File: src/design/msp_pkg.sv
package msp_pkg;

  // field widths fixed by the interface
  localparam int NOW_W   = 40;
  localparam int WALL_W  = 32;
  localparam int CMD_W   = 4;
  localparam int ARG_W   = 8;
  localparam int DUTY_W  = 7;
  localparam int SEC_W   = 16;
  localparam int MS_W    = 26;  // 65535 s * 1000 fits in 26 bits
  localparam int EV_W    = 7;
  localparam int CFG_W   = 16;
  localparam int CIDX_W  = 2;

  localparam int TIME_BITS_DEF = 40;

  localparam logic [DUTY_W-1:0] DUTY_MAX = 7'd100;

  // configuration register indexes
  localparam logic [CIDX_W-1:0] CFG_AUTO_DUTY  = 2'd0;
  localparam logic [CIDX_W-1:0] CFG_DISPERSE_S = 2'd1;
  localparam logic [CIDX_W-1:0] CFG_MEMBRANE_S = 2'd2;
  localparam logic [CIDX_W-1:0] CFG_WAIT_S     = 2'd3;

  // configuration reset values
  localparam logic [DUTY_W-1:0] AUTO_DUTY_RST  = 7'd50;
  localparam logic [SEC_W-1:0]  DISPERSE_S_RST = 16'd30;
  localparam logic [SEC_W-1:0]  MEMBRANE_S_RST = 16'd30;
  localparam logic [SEC_W-1:0]  WAIT_S_RST     = 16'd60;

  localparam logic [MS_W-1:0] MS_PER_S = 26'd1000;

  typedef enum logic [2:0] {
    PH_INIT    = 3'd0,
    PH_STANDBY = 3'd1,
    PH_RUNNING = 3'd2,
    PH_ADISP   = 3'd3,
    PH_AMEMB   = 3'd4,
    PH_AWAIT   = 3'd5,
    PH_TERM    = 3'd6,
    PH_SAFE    = 3'd7
  } phase_t;

  // ground command codes
  localparam logic [CMD_W-1:0] CMD_ECHO       = 4'd0;
  localparam logic [CMD_W-1:0] CMD_ARM        = 4'd1;
  localparam logic [CMD_W-1:0] CMD_PAUSE      = 4'd2;
  localparam logic [CMD_W-1:0] CMD_CONTINUE   = 4'd3;
  localparam logic [CMD_W-1:0] CMD_TERMINATE  = 4'd4;
  localparam logic [CMD_W-1:0] CMD_LAUNCH     = 4'd5;
  localparam logic [CMD_W-1:0] CMD_FIRE_VALVE = 4'd6;
  localparam logic [CMD_W-1:0] CMD_MEMB_DUTY  = 4'd7;
  localparam logic [CMD_W-1:0] CMD_MOTOR      = 4'd8;
  localparam logic [CMD_W-1:0] CMD_SETPARAM   = 4'd9;
  localparam logic [CMD_W-1:0] CMD_STATUS     = 4'd10;

  // disperse command modes
  localparam logic [ARG_W-1:0] DISP_STOP  = 8'd0;
  localparam logic [ARG_W-1:0] DISP_PULSE = 8'd1;
  localparam logic [ARG_W-1:0] DISP_RUN   = 8'd2;

  // release valve numbers
  localparam logic [ARG_W-1:0] VALVE_A = 8'd1;
  localparam logic [ARG_W-1:0] VALVE_B = 8'd2;

  // event flag bit positions
  localparam int EV_STATE    = 0;
  localparam int EV_AUTO_IN  = 1;
  localparam int EV_AUTO_OUT = 2;
  localparam int EV_RELEASE  = 3;
  localparam int EV_SELFTEST = 4;
  localparam int EV_ABORT    = 5;
  localparam int EV_MANUAL   = 6;

  typedef struct packed {
    logic [2:0]        phase;
    logic [DUTY_W-1:0] membrane_level;
    logic              motor_on;
    logic              motor_relatch;
    logic [1:0]        fire_valve;
    logic [1:0]        fired_valves;
    logic              disperse_pulse;
    logic              close_valves;
    logic              nack;
    logic [EV_W-1:0]   event_flags;
    logic              persist_req;
  } res_t;

  function automatic logic [MS_W-1:0] secs_to_ms(input logic [SEC_W-1:0] s);
    secs_to_ms = MS_W'(s) * MS_PER_S;
  endfunction

  function automatic logic [DUTY_W-1:0] sat_duty(input logic [DUTY_W-1:0] d);
    sat_duty = (d > DUTY_MAX) ? DUTY_MAX : d;
  endfunction

endpackage

File: src/design/mission_phase_sequencer.sv
// mission_phase_sequencer: phase sequencer of a flight experiment. Each input
// transaction is either a periodic tick (op 0) that advances the phase machine
// (init, standby, running, automatic disperse / membrane / wait cycle,
// termination, safe) or a ground command (op 1) that first leaves the
// automatic cycle and then executes. Every transaction gives exactly one
// result carrying the phase, the actuator levels and the per-transaction event
// flags. A transaction is captured in an input register and its result is
// then written to the result register, so a new transaction is taken every
// cycle as long as the result side keeps up; the result register lets the
// next transaction enter while a result waits. Phase lengths are converted
// from seconds to milliseconds when the configuration registers are written,
// so a tick only needs one time subtraction and one compare. Configuration
// writes take effect on the next transaction and must be made while the
// block is idle.
module mission_phase_sequencer #(
  parameter int TIME_BITS = msp_pkg::TIME_BITS_DEF
) (
  input  logic                        clk,
  input  logic                        rst,

  // configuration write port
  input  logic                        cfg_we,
  input  logic [msp_pkg::CIDX_W-1:0]  cfg_index,
  input  logic [msp_pkg::CFG_W-1:0]   cfg_data,

  // input transaction
  input  logic                        in_valid,
  output logic                        in_ready,
  input  logic                        op,
  input  logic [msp_pkg::NOW_W-1:0]   now_ms,
  input  logic [msp_pkg::WALL_W-1:0]  wall_s,
  input  logic                        link_lost,
  input  logic                        self_test_ok,
  input  logic [msp_pkg::CMD_W-1:0]   command,
  input  logic [msp_pkg::ARG_W-1:0]   argument,
  input  logic                        param_ok,
  input  logic                        param_is_disperse_duty,

  // result transaction
  output logic                        out_valid,
  input  logic                        out_ready,
  output logic [2:0]                  phase,
  output logic [msp_pkg::DUTY_W-1:0]  membrane_level,
  output logic                        motor_on,
  output logic                        motor_relatch,
  output logic [1:0]                  fire_valve,
  output logic [1:0]                  fired_valves,
  output logic                        disperse_pulse,
  output logic                        close_valves,
  output logic                        nack,
  output logic [msp_pkg::EV_W-1:0]    event_flags,
  output logic                        persist_req
);

  // configuration, held in the form the datapath wants
  logic [msp_pkg::DUTY_W-1:0] auto_duty;     // already saturated to 100
  logic [msp_pkg::MS_W-1:0]   disperse_ms;
  logic [msp_pkg::MS_W-1:0]   membrane_ms;
  logic [msp_pkg::MS_W-1:0]   wait_ms;

  // input register
  logic                        s_valid;
  logic                        s_op;
  logic [TIME_BITS-1:0]        s_now;
  logic [msp_pkg::WALL_W-1:0]  s_wall;
  logic                        s_link;
  logic                        s_st_ok;
  logic [msp_pkg::CMD_W-1:0]   s_cmd;
  logic [msp_pkg::ARG_W-1:0]   s_arg;
  logic                        s_pok;
  logic                        s_pduty;

  // sequencer state
  msp_pkg::phase_t             phase_reg, phase_next;
  logic [TIME_BITS-1:0]        phase_start_ms, phase_start_ms_next;
  logic [1:0]                  fired_mask, fired_mask_next;
  logic [msp_pkg::WALL_W-1:0]  mission_start, mission_start_next;
  logic                        hold_flag, hold_flag_next;
  logic                        motor_flag, motor_flag_next;
  logic [msp_pkg::DUTY_W-1:0]  membrane_reg, membrane_reg_next;

  // per-transaction flags
  logic                        go;          // phase entered, timestamp taken
  logic                        relatch_c;
  logic [1:0]                  fire_c;
  logic                        pulse_c;
  logic                        close_c;
  logic                        inval_c;
  logic [msp_pkg::EV_W-1:0]    ev_c;

  // result register
  logic                        r_valid;
  msp_pkg::res_t               r_res, res_next;

  logic                        advance;
  logic                        in_auto;
  logic [TIME_BITS-1:0]        elapsed;
  logic [msp_pkg::MS_W-1:0]    len_ms;
  logic                        timed_out;
  logic [1:0]                  valve_bit;

  // handshake: the input register moves on whenever the result register
  // is empty or being drained in this cycle
  assign advance  = s_valid && (!r_valid || out_ready);
  assign in_ready = !s_valid || advance;

  // configuration writes
  always_ff @(posedge clk) begin
    if (rst) begin
      auto_duty   <= msp_pkg::AUTO_DUTY_RST;
      disperse_ms <= msp_pkg::secs_to_ms(msp_pkg::DISPERSE_S_RST);
      membrane_ms <= msp_pkg::secs_to_ms(msp_pkg::MEMBRANE_S_RST);
      wait_ms     <= msp_pkg::secs_to_ms(msp_pkg::WAIT_S_RST);
    end else if (cfg_we) begin
      case (cfg_index)
        msp_pkg::CFG_AUTO_DUTY:
          auto_duty <= msp_pkg::sat_duty(cfg_data[msp_pkg::DUTY_W-1:0]);
        msp_pkg::CFG_DISPERSE_S:
          disperse_ms <= msp_pkg::secs_to_ms(cfg_data[msp_pkg::SEC_W-1:0]);
        msp_pkg::CFG_MEMBRANE_S:
          membrane_ms <= msp_pkg::secs_to_ms(cfg_data[msp_pkg::SEC_W-1:0]);
        msp_pkg::CFG_WAIT_S:
          wait_ms <= msp_pkg::secs_to_ms(cfg_data[msp_pkg::SEC_W-1:0]);
        default: ;
      endcase
    end
  end

  // input register
  always_ff @(posedge clk) begin
    if (rst) begin
      s_valid <= 1'b0;
    end else if (in_ready) begin
      s_valid <= in_valid;
    end
  end

  always_ff @(posedge clk) begin
    if (in_valid && in_ready) begin
      s_op    <= op;
      s_now   <= TIME_BITS'(now_ms);   // elapsed time wraps at TIME_BITS
      s_wall  <= wall_s;
      s_link  <= link_lost;
      s_st_ok <= self_test_ok;
      s_cmd   <= command;
      s_arg   <= argument;
      s_pok   <= param_ok;
      s_pduty <= param_is_disperse_duty;
    end
  end

  // automatic phase timeout: one subtract and one compare
  assign in_auto = phase_reg inside {msp_pkg::PH_ADISP, msp_pkg::PH_AMEMB,
                                     msp_pkg::PH_AWAIT};
  assign elapsed = s_now - phase_start_ms;

  always_comb begin
    case (phase_reg)
      msp_pkg::PH_ADISP: len_ms = disperse_ms;
      msp_pkg::PH_AMEMB: len_ms = membrane_ms;
      default:           len_ms = wait_ms;
    endcase
  end

  assign timed_out = elapsed >= TIME_BITS'(len_ms);
  assign valve_bit = (s_arg == msp_pkg::VALVE_A) ? 2'b01 : 2'b10;

  // next state of the sequencer
  always_comb begin
    phase_next          = phase_reg;
    phase_start_ms_next = phase_start_ms;
    fired_mask_next     = fired_mask;
    mission_start_next  = mission_start;
    hold_flag_next      = hold_flag;
    motor_flag_next     = motor_flag;
    membrane_reg_next   = membrane_reg;
    go        = 1'b0;
    relatch_c = 1'b0;
    fire_c    = 2'd0;
    pulse_c   = 1'b0;
    close_c   = 1'b0;
    inval_c   = 1'b0;
    ev_c      = '0;

    if (!s_op) begin
      // periodic tick
      case (phase_reg)
        msp_pkg::PH_INIT: begin
          go = 1'b1;
          if (s_st_ok) begin
            phase_next = msp_pkg::PH_STANDBY;
          end else begin
            ev_c[msp_pkg::EV_SELFTEST] = 1'b1;
            phase_next = msp_pkg::PH_SAFE;
          end
        end
        msp_pkg::PH_RUNNING: begin
          if (!hold_flag && s_link) begin
            ev_c[msp_pkg::EV_AUTO_IN] = 1'b1;
            phase_next        = msp_pkg::PH_ADISP;
            motor_flag_next   = 1'b1;
            relatch_c         = 1'b1;
            membrane_reg_next = '0;
            go                = 1'b1;
          end
        end
        msp_pkg::PH_ADISP, msp_pkg::PH_AMEMB, msp_pkg::PH_AWAIT: begin
          if (!s_link) begin
            // link came back: drop out of the cycle
            motor_flag_next   = 1'b0;
            membrane_reg_next = '0;
            ev_c[msp_pkg::EV_AUTO_OUT] = 1'b1;
            phase_next        = msp_pkg::PH_RUNNING;
            go                = 1'b1;
          end else if (timed_out) begin
            go = 1'b1;
            case (phase_reg)
              msp_pkg::PH_ADISP: begin
                phase_next        = msp_pkg::PH_AMEMB;
                motor_flag_next   = 1'b0;
                membrane_reg_next = auto_duty;
              end
              msp_pkg::PH_AMEMB: begin
                phase_next        = msp_pkg::PH_AWAIT;
                motor_flag_next   = 1'b0;
                membrane_reg_next = '0;
              end
              default: begin
                phase_next        = msp_pkg::PH_ADISP;
                motor_flag_next   = 1'b1;
                relatch_c         = 1'b1;
                membrane_reg_next = '0;
              end
            endcase
          end
        end
        msp_pkg::PH_TERM: begin
          membrane_reg_next = '0;
          motor_flag_next   = 1'b0;
          close_c           = 1'b1;
          phase_next        = msp_pkg::PH_SAFE;
          go                = 1'b1;
        end
        default: ;
      endcase
    end else begin
      // ground command: any command leaves the automatic cycle first
      if (in_auto) begin
        motor_flag_next   = 1'b0;
        membrane_reg_next = '0;
        ev_c[msp_pkg::EV_AUTO_OUT] = 1'b1;
        phase_next        = msp_pkg::PH_RUNNING;
        go                = 1'b1;
      end
      case (s_cmd)
        msp_pkg::CMD_ECHO, msp_pkg::CMD_ARM, msp_pkg::CMD_STATUS: ;
        msp_pkg::CMD_PAUSE:    hold_flag_next = 1'b1;
        msp_pkg::CMD_CONTINUE: hold_flag_next = 1'b0;
        msp_pkg::CMD_TERMINATE: begin
          ev_c[msp_pkg::EV_ABORT] = 1'b1;
          hold_flag_next = 1'b0;
          if (phase_next != msp_pkg::PH_SAFE) begin
            phase_next = msp_pkg::PH_TERM;
            go         = 1'b1;
          end
        end
        msp_pkg::CMD_LAUNCH: begin
          hold_flag_next = 1'b0;
          if (mission_start == '0) begin
            mission_start_next = s_wall;
          end
          if (phase_next != msp_pkg::PH_RUNNING) begin
            phase_next = msp_pkg::PH_RUNNING;
            go         = 1'b1;
          end
        end
        msp_pkg::CMD_FIRE_VALVE: begin
          if (!(s_arg inside {msp_pkg::VALVE_A, msp_pkg::VALVE_B})) begin
            inval_c = 1'b1;
          end else begin
            if (phase_next inside {msp_pkg::PH_TERM, msp_pkg::PH_SAFE}) begin
              phase_next = msp_pkg::PH_RUNNING;
              go         = 1'b1;
            end
            // a valve fires once per mission
            if ((fired_mask & valve_bit) == 2'b00) begin
              fired_mask_next = fired_mask | valve_bit;
              fire_c          = s_arg[1:0];
              pulse_c         = !motor_flag_next;
              ev_c[msp_pkg::EV_RELEASE] = 1'b1;
            end
          end
        end
        msp_pkg::CMD_MEMB_DUTY: begin
          if (s_arg > msp_pkg::ARG_W'(msp_pkg::DUTY_MAX)) begin
            inval_c = 1'b1;
          end else begin
            if (phase_next inside {msp_pkg::PH_TERM, msp_pkg::PH_SAFE}) begin
              phase_next = msp_pkg::PH_RUNNING;
              go         = 1'b1;
            end
            membrane_reg_next = s_arg[msp_pkg::DUTY_W-1:0];
            ev_c[msp_pkg::EV_MANUAL] = 1'b1;
          end
        end
        msp_pkg::CMD_MOTOR: begin
          if (s_arg > msp_pkg::DISP_RUN) begin
            inval_c = 1'b1;
          end else if (s_arg == msp_pkg::DISP_STOP) begin
            motor_flag_next = 1'b0;
            ev_c[msp_pkg::EV_MANUAL] = 1'b1;
          end else begin
            if (phase_next inside {msp_pkg::PH_TERM, msp_pkg::PH_SAFE}) begin
              phase_next = msp_pkg::PH_RUNNING;
              go         = 1'b1;
            end
            if (s_arg == msp_pkg::DISP_RUN) begin
              motor_flag_next = 1'b1;
              relatch_c       = 1'b1;
            end else if (!motor_flag_next) begin
              pulse_c = 1'b1;   // pulse only when the motor is not held on
            end
            ev_c[msp_pkg::EV_MANUAL] = 1'b1;
          end
        end
        msp_pkg::CMD_SETPARAM: begin
          if (!s_pok) begin
            inval_c = 1'b1;
          end else if (s_pduty && motor_flag_next) begin
            relatch_c = 1'b1;   // running motor picks up the new speed
          end
        end
        default: inval_c = 1'b1;
      endcase
    end

    // any phase entry stamps the time and asks for a durable record
    if (go) begin
      phase_start_ms_next = s_now;
      ev_c[msp_pkg::EV_STATE] = 1'b1;
    end
  end

  // result fields
  always_comb begin
    res_next.phase          = phase_next;
    res_next.membrane_level = membrane_reg_next;
    res_next.motor_on       = motor_flag_next;
    res_next.motor_relatch  = relatch_c;
    res_next.fire_valve     = fire_c;
    res_next.fired_valves   = fired_mask_next;
    res_next.disperse_pulse = pulse_c;
    res_next.close_valves   = close_c;
    res_next.nack           = inval_c;
    res_next.event_flags    = ev_c;
    res_next.persist_req    = go || (fire_c != 2'd0);
  end

  // state update, one transaction at a time in order
  always_ff @(posedge clk) begin
    if (rst) begin
      phase_reg      <= msp_pkg::PH_INIT;
      phase_start_ms <= '0;
      fired_mask     <= '0;
      mission_start  <= '0;
      hold_flag      <= 1'b0;
      motor_flag     <= 1'b0;
      membrane_reg   <= '0;
    end else if (advance) begin
      phase_reg      <= phase_next;
      phase_start_ms <= phase_start_ms_next;
      fired_mask     <= fired_mask_next;
      mission_start  <= mission_start_next;
      hold_flag      <= hold_flag_next;
      motor_flag     <= motor_flag_next;
      membrane_reg   <= membrane_reg_next;
    end
  end

  // result register
  always_ff @(posedge clk) begin
    if (rst) begin
      r_valid <= 1'b0;
    end else if (advance) begin
      r_valid <= 1'b1;
    end else if (out_ready) begin
      r_valid <= 1'b0;
    end
  end

  always_ff @(posedge clk) begin
    if (advance) begin
      r_res <= res_next;
    end
  end

  assign out_valid      = r_valid;
  assign phase          = r_res.phase;
  assign membrane_level = r_res.membrane_level;
  assign motor_on       = r_res.motor_on;
  assign motor_relatch  = r_res.motor_relatch;
  assign fire_valve     = r_res.fire_valve;
  assign fired_valves   = r_res.fired_valves;
  assign disperse_pulse = r_res.disperse_pulse;
  assign close_valves   = r_res.close_valves;
  assign nack           = r_res.nack;
  assign event_flags    = r_res.event_flags;
  assign persist_req    = r_res.persist_req;

  // a relatch always leaves the motor running
  a_relatch_motor: assert property (@(posedge clk) disable iff (rst)
    out_valid && motor_relatch |-> motor_on)
    else $error("relatch without motor on");

  // closing the valves only happens on the way into safe with actuators off
  a_close_safe: assert property (@(posedge clk) disable iff (rst)
    out_valid && close_valves |->
      phase == msp_pkg::PH_SAFE && !motor_on && membrane_level == '0)
    else $error("valves closed outside termination");

  // a fired valve is recorded in the mask of the same result
  a_fire_mask: assert property (@(posedge clk) disable iff (rst)
    out_valid && fire_valve != 2'd0 |->
      (fire_valve == 2'd1 && fired_valves[0]) || (fire_valve == 2'd2 && fired_valves[1]))
    else $error("fired valve missing from mask");

  // every phase change asks for a durable record
  a_state_persist: assert property (@(posedge clk) disable iff (rst)
    out_valid && event_flags[msp_pkg::EV_STATE] |-> persist_req)
    else $error("phase change without persist request");

  // a stalled transaction stays in the input register
  a_stage_hold: assert property (@(posedge clk) disable iff (rst)
    s_valid && !advance |=> s_valid)
    else $error("input register lost a transaction");

endmodule

File: config.mk
export PLATFORM = sky130hd
export DESIGN_NAME = mission_phase_sequencer
export DESIGN_NICKNAME = d
export VERILOG_FILES = /design/src/design/msp_pkg.sv /design/src/design/mission_phase_sequencer.sv
export SDC_FILE = /design/constraint.sdc
export NUM_CORES = 1
export LEC_CHECK = 0
export BUFFER_PORTS_ARGS = -buffer_cell sky130_fd_sc_hd__buf_2
export CAP_MARGIN = 20
export CORE_UTILIZATION = 55
export CTS_BUF_LIST = sky130_fd_sc_hd__clkbuf_8
export CTS_CLUSTER_DIAMETER = 50
export DETAILED_ROUTE_END_ITERATION = 8
export PLACE_DENSITY = 0.83
export RECOVER_POWER = 100
export SLEW_MARGIN = 25
export SYNTH_ARGS = -nofsm -noshare
export SYNTH_HDL_FRONTEND = slang
export SYNTH_SLANG_ARGS = --single-unit
File: constraint.sdc
create_clock -name clk -period 9.5 [get_ports clk]
set_clock_uncertainty 0.15 [all_clocks]
set_input_delay 2.85 -clock clk [delete_from_list [all_inputs] [get_ports clk]]
set_output_delay 2.85 -clock clk [all_outputs]
set_load 0.02 [all_outputs]
==> run metrics, run 1 <==
outcome complete, but fails checks; failing checks capacitance limit, slew limit; clock transition at the registers of the reported paths 0.06 ns; Buf+Inv Stages, Crit Path 3; Area Growth Syn to Fin 9.96%; Tot GR Track Use 0.256; Max Transition Viols Final 242; die width 165 um; Period Utilization, post-route 0.848; Routed Antenna Nets 0; Mapped Area 14600 um2; RSZ-0062 raised after global routing false; port buffer count 108; MaxCap Viol Count 5; setup bufs post-CTS 0; sequential cell area fraction in the yosys report 0.353; Die ar. 27300 um2; Leakage 0.00668 uW; CTS sink cnt 216; main flop type after synthesis dfxtp_1; Top delay family on crit path compound AO/OA/AOI/OAI gates; share of the synthesized area in the top cell type 0.180; vias in the first global route 11.9k; Synth Warn # 0; post-synth top area cell dfxtp_1; Startpoint Class input port; initial antenna violation count 0; CTS tree built; Die Ht 165 um; vias per cell 5.88; crit path from cfg_data[0]; crit path capture type flip-flop; FF+latch count, synth 216; Final Hold Fails 0; most frequent CP cell fa_1; Vias 12.2k; initial drt markers 911; worst hold slack 0.305 ns; critical path's largest stage delay 0.51 ns; Worst Path Required 9.82 ns; Slew @ Worst Pin 3.29 ns; Comb power frac 0.408; post-synth cell types 83; Hold EP disperse_ms[6]; Final GP Congestion 0.933; CTS Buf Count 39; P_sw 1310 uW; Mapped Cells 1637; nets 2004; grt total ovfl 0; Cell Chain, Critical Path clkbuf_1 -> fa_1 -> inv_1 -> fa_1 -> fa_1 -> inv_1 -> fa_1 -> ha_1 -> nand2_1 -> o21ai_0 -> o41a_1 -> a41o_1 -> o41ai_1 -> o21ai_0 -> o41ai_1 -> nand3b_1 -> o311ai_0 -> nand2_1 -> o21ai_0; post-CTS sizing 0; ANT cells 0; Post-synth ARST share 0; largest buffer count on any clock path 3; largest net degree at the start of global routing 58; final wirelength 34600 um; min-delay src disperse_ms[6]; syn_nets 1923; area of the core 26100 um2; Hold-fix buffers, CTS 0; HPWL Detailed 25500 um; WL per Instance 16.6 um; Cell Rows 59; Starting Density 0.562; synth cell count leaders nand2_1, nor2_1, a21oi_1; Synth Area per Inst 8.95 um2; r2r worst-path depth 19; global-route wire length before repair 56300 um; WHS Path Cells 2; io pins 141; fmax 124 MHz; worst reg2reg setup slack 1.55 ns; Critical Path Fanout Max 9; setup_tns 0 ns; H-tree depth 2; Tightest Hold Check Type flip-flop to flip-flop; critical path type input port to flip-flop; Internal 2130 uW; clock share of power 0.272; power density over the cells 214 nW/um2; layout cell share with drive strength beyond 1 0.0852; FF-to-FF End phase_start_ms[35]; VDD IR max 0.000221 V; Max stage delay cell, worst path fa_1; crit path DAT 8.38 ns; Clock Latency Late Sink 0.55 ns; drt drc 0; Largest regs phase_start_ms (40), s_now (40); number of flops mapped to enable cells by yosys 84; Reg power frac 0.320; final setup vio count 0; max-slew headroom at the worst pin -1.20; Switching Share 0.380; Detailed Routing Iterations Pass 1 7; root buffer cell clkbuf_8; reg-to-reg startpoint phase_reg[0]; count leader, synth nand2_1; Synth area leaders dfxtp_1, edfxtp_1, ha_1; post-layout min period 8.06 ns
area by class of cell:
cell class | instances | area [um2]
clock buffer | 45 | 619
sequential | 216 | 5160
multi-input combinational | 1232 | 8700
inverter | 111 | 417
fill | 2271 | 9960
clock inverter | 27 | 225
tap | 335 | 419
timing repair buffer | 118 | 553
layout by cell type (no fill, tap or decap), drive strengths merged, types with 4 or more instances in the layout:
master / Yosys / layout
or4: 4 / 4
and2: 11 / 11
bufinv: 0 / 4
nor2b: 9 / 9
a22oi: 5 / 5
inv: 110 / 124
dfxtp: 132 / 132
and3: 9 / 9
or3: 11 / 11
a31oi: 20 / 20
nor3: 26 / 26
o22ai: 6 / 6
o31ai: 9 / 9
a21boi: 6 / 6
nand2b: 17 / 17
edfxtp: 84 / 84
nor2: 156 / 156
fa: 55 / 55
nand3: 50 / 50
xor2: 13 / 13
nand4b: 4 / 4
nand2: 194 / 194
a21o: 19 / 19
o32ai: 4 / 4
o2111ai: 6 / 6
o21a: 17 / 17
o21bai: 14 / 14
xnor2: 33 / 33
ha: 119 / 119
a21oi: 149 / 149
nand4: 31 / 31
o21ai: 67 / 67
buf: 8 / 80
mux2i: 65 / 65
clkinv: 1 / 8
a211oi: 14 / 14
o211ai: 22 / 22
nor4: 7 / 7
clkbuf: 70 / 83
metal layers:
metal  GRT usage  part of all wire  up-vias
li1            -                 -     6007
met1       0.321              0.43     5782
met2       0.446              0.49      372
met3      0.0325             0.054       83
met4      0.0942             0.029        0
met5           0                 0        -
worst register-to-register path: stages, from the launching register on:
cell and delay [ns]:
dfxtp_1 0.80, nand2_1 0.24, nor2_1 1.03, clkbuf_1 1.07, mux2i_1 0.19, nor2_1 0.14, a21oi_1 0.06, ha_1 0.22
or3_1 0.36, or4_1 0.52, and4b_1 0.26, nand4b_1 0.10, a2111oi_0 0.42, nand4_1 0.19, nor4_1 0.36, nand4_1 0.38
a31oi_4 0.28, buf_4 0.55, mux2i_1 0.33, nor2_1 0.07
through the flow:
| step | std cells | util | instance area (um2) | total power, uW | worst slack (ns) |
|---|---|---|---|---|---|
| floorplan | 1637 | - | 14600 | 2140 | 1.91 |
| CTS | 2084 | 0.621 | 16200 | 3450 | 1.69 |
| global route | 2084 | 0.618 | 16100 | 3670 | 0.987 |
| detailed placement | 2012 | 0.589 | 15300 | 2500 | 1.11 |
| global placement | 2012 | 0.589 | 15300 | 2450 | 1.16 |
| finish | 2084 | 0.618 | 16100 | 3440 | 1.44 |
cells by family after synthesis:
kind of cell / count (synthesis) / share of synthesized area
adder cells (fa/ha/maj): 174 / 0.177
AND/OR/NAND/NOR: 546 / 0.172
XOR/XNOR: 46 / 0.0275
multiplexers: 67 / 0.0460
AO/OA/AOI/OAI: 399 / 0.174
buffers and inverters: 189 / 0.0516
flip-flops: 216 / 0.353
power by group through the flow:
stage / Combinational (uW) / Sequential [uW] / Clock (uW)
2_1_floorplan: 1040 / 1110 / 0
3_3_place_gp: 1340 / 1110 / 0
3_5_place_dp: 1390 / 1120 / 0
4_1_cts: 1400 / 1100 / 957
5_1_grt: 1570 / 1110 / 991
6_report: 1400 / 1100 / 937
worst max-delay path by stage:
stage / to / slack, ns / depth (start not counted)
finish: disperse_ms[25] / 1.44 / 19
global route: disperse_ms[25] / 0.99 / 20
CTS: disperse_ms[25] / 1.69 / 18
detailed placement: membrane_ms[25] / 1.11 / 18
global placement: membrane_ms[25] / 1.16 / 18
floorplan: wait_ms[24] / 1.91 / 18
(Power assumes the default switching activity.)
==> run 2: changes to the inputs <==
--- a/config.mk
+++ b/config.mk
@@ -11,7 +11,7 @@
 export CTS_BUF_LIST = sky130_fd_sc_hd__clkbuf_8
 export CTS_CLUSTER_DIAMETER = 50
 export DETAILED_ROUTE_END_ITERATION = 8
-export PLACE_DENSITY = 0.83
+export PLACE_DENSITY = 0.86
 export RECOVER_POWER = 100
 export SLEW_MARGIN = 25
 export SYNTH_ARGS = -nofsm -noshare
==> constraint.sdc (replaced) <==
create_clock -name clk -period 6.9 [get_ports clk]
set_clock_uncertainty 0.15 [all_clocks]
set_input_delay 2.07 -clock clk [delete_from_list [all_inputs] [get_ports clk]]
set_output_delay 2.07 -clock clk [all_outputs]
set_load 0.02 [all_outputs]
==> run 2 against run 1 <==
  * The run still ends with capacitance limit, slew limit left
  * Sequential power increased by 37%
  * Hold slack barely moved
  * Die area is the same
  * Sequential share of layout area is 0.46 points lower
  * Routed wire length is essentially flat
  * Largest power group unchanged
  * Clock power grew 24%
  * Via count up 1.8%
  * Cell area increased by 1.5%
  * Combinational power grew 49%
  * Power rose by 38%
  * Register-to-register slack got worse by 1.2 ns
==> run metrics, run 2 (same netlist as run 1, synthesis figures left out) <==
Area Growth Syn to Fin 11.6%; Leakage 0.00683 uW; Comb power frac 0.439; clock share of power 0.244; Cell Chain, Critical Path buf_2 -> fa_1 -> inv_1 -> fa_1 -> fa_1 -> inv_1 -> fa_1 -> ha_1 -> clkbuf_4 -> a21oi_1 -> o21bai_1 -> a21oi_1 -> o21ai_0 -> a41oi_1 -> a21boi_0 -> a211oi_2 -> o21bai_1 -> a21oi_1 -> clkbuf_1 -> or4_1 -> nand3_1; Largest regs phase_start_ms (40), s_now (40); worst reg2reg setup slack 0.37 ns; Max stage delay cell, worst path fa_1; initial antenna violation count 0; Routed Antenna Nets 0; Final Hold Fails 0; fmax 150 MHz; io pins 141; Vias 12.5k; Final GP Congestion 0.934; max-slew headroom at the worst pin -1.20; RSZ-0062 raised after global routing false; Max Transition Viols Final 125; commonest non-fill, non-tap cell in the layout nand2_1; crit path capture type flip-flop; clock transition at the registers of the reported paths 0.06 ns; reg-to-reg startpoint s_now[4]; Detailed Routing Iterations Pass 1 5; largest buffer count on any clock path 3; vias per cell 5.89; grt total ovfl 0; most frequent cells in the layout nand2_1, nor2_1, a21oi_1, dfxtp_1, inv_1; Clock Latency Late Sink 0.55 ns; Tot GR Track Use 0.257; post-place setup slack -0.384 ns; Reg power frac 0.317; Worst Path Required 7.21 ns; drt drc 0; Slew @ Worst Pin 3.30 ns; nets 2038; Period Utilization, post-route 0.965; critical path's largest stage delay 0.55 ns; r2r worst-path depth 20; Critical Path Fanout Max 4; crit path from cfg_data[0]; initial drt markers 904; Buf+Inv Stages, Crit Path 5; Switching Share 0.384; Startpoint Class input port; crit path DAT 6.97 ns; count of cell instances traversed by the critical path 21; Internal 2930 uW; WL per Instance 16.3 um; Die Ht 165 um; most frequent CP cell fa_1; Cell Rows 59; CTS sink cnt 216; layout cell share with drive strength beyond 1 0.104; die width 165 um; MaxCap Viol Count 3; setup bufs post-CTS 0; global-route wire length before repair 56900 um; H-tree depth 2; failing checks capacitance limit, slew limit; Die ar. 27300 um2; crit path capture disperse_ms[24]; CTS Buf Count 39; VDD IR max 0.000277 V; area of the core 26100 um2; power density over the cells 291 nW/um2; FF-to-FF End phase_start_ms[13]; Final Total Pwr 4760 uW; largest net degree at the start of global routing 97; Starting Density 0.562; HPWL Detailed 25600 um; final wirelength 34500 um; final setup vio count 0; ANT cells 0; P_sw 1830 uW; final worst setup slack 0.244 ns; Top delay family on crit path adder cells; CTS tree built; outcome complete, but fails checks; vias in the first global route 12.1k; Layout Utilization 0.627; port buffer count 108; Tightest Hold Check Type flip-flop to flip-flop; critical path type input port to flip-flop; post-layout min period 6.66 ns; root buffer cell clkbuf_8
==> run 2: changes by cell type in the layout (fill, tap and decap cells not counted), moves of 2 or more <==
cell | before | now
buf_12 | 0 | 2
buf_4 | 4 | 29
bufinv_16 | 4 | 1
clkbuf_4 | 0 | 7
clkinv_1 | 5 | 8
clkinv_2 | 3 | 5
clkinv_4 | 0 | 2
o21ai_0 | 61 | 59
o21ai_1 | 6 | 8
o311ai_0 | 2 | 0
o311ai_1 | 0 | 2
o41ai_1 | 2 | 0
o41ai_2 | 0 | 2
==> run 2: what timing repair did <==
item | CTS | global route
hold buffers | 0 | 0
endpoints found under the hold margin | 0 | 0
endpoints found under the setup margin | 0 | 7
resized for setup | 0 | 4
==> run 2: area by class of cell <==
cell class | count | area [um2]
well taps | 335 | 419
clock buffers | 44 | 606
clock inverters | 28 | 159
multi-input cells | 1232 | 8740
repair buffers | 152 | 833
fillers | 2227 | 9720
inverters | 111 | 417
flip-flops and latches | 216 | 5160
==> run 2: worst min path at each step <==
| stage | from | endpoint | slack, ns | cells past startpoint |
|---|---|---|---|---|
| 2_1_floorplan | wait_ms[16] | wait_ms[16] | 0.29 | 2 |
| 3_3_place_gp | wait_ms[21] | wait_ms[21] | 0.29 | 2 |
| 3_5_place_dp | membrane_ms[19] | membrane_ms[19] | 0.30 | 2 |
| 4_1_cts | membrane_ms[19] | membrane_ms[19] | 0.30 | 2 |
| 5_1_grt | disperse_ms[21] | disperse_ms[21] | 0.32 | 2 |
| 6_report | disperse_ms[18] | disperse_ms[18] | 0.31 | 2 |
==> run 2: worst min-delay path, delay by kind of cell (launching register included) <==
family | cells | cell delay, ns
flip-flops | 1 | 0.31
AND/OR/NAND/NOR | 1 | 0.05
AO/OA/AOI/OAI | 1 | 0.05
==> run 2: routing by layer <==
layer	up-vias	global-route usage	routed length (um)
met5	-	0	0
met4	0	0.0801	728
met3	71	0.0342	1900
met2	389	0.456	17100
met1	5930	0.321	14800
li1	6075	-	-
==> run 2: power groups by stage <==
stage / clock (uW) / combinational [uW] / sequential (uW)
2_1_floorplan: 0 / 1430 / 1520
3_3_place_gp: 0 / 1980 / 1530
3_5_place_dp: 0 / 2060 / 1530
4_1_cts: 1180 / 2070 / 1510
5_1_grt: 1240 / 2330 / 1520
6_report: 1160 / 2090 / 1510
==> run 2: through the flow <==
stage,hold slack (ns),cell area [um2],TNS (ns),cells
6_report,0.305,16300,0,2118
5_1_grt,0.323,16300,0,2118
4_1_cts,0.305,16400,0,2118
3_5_place_dp,0.297,15600,-3.03,2046
3_3_place_gp,0.292,15600,-1.92,2046
2_1_floorplan,0.286,14600,0,1637
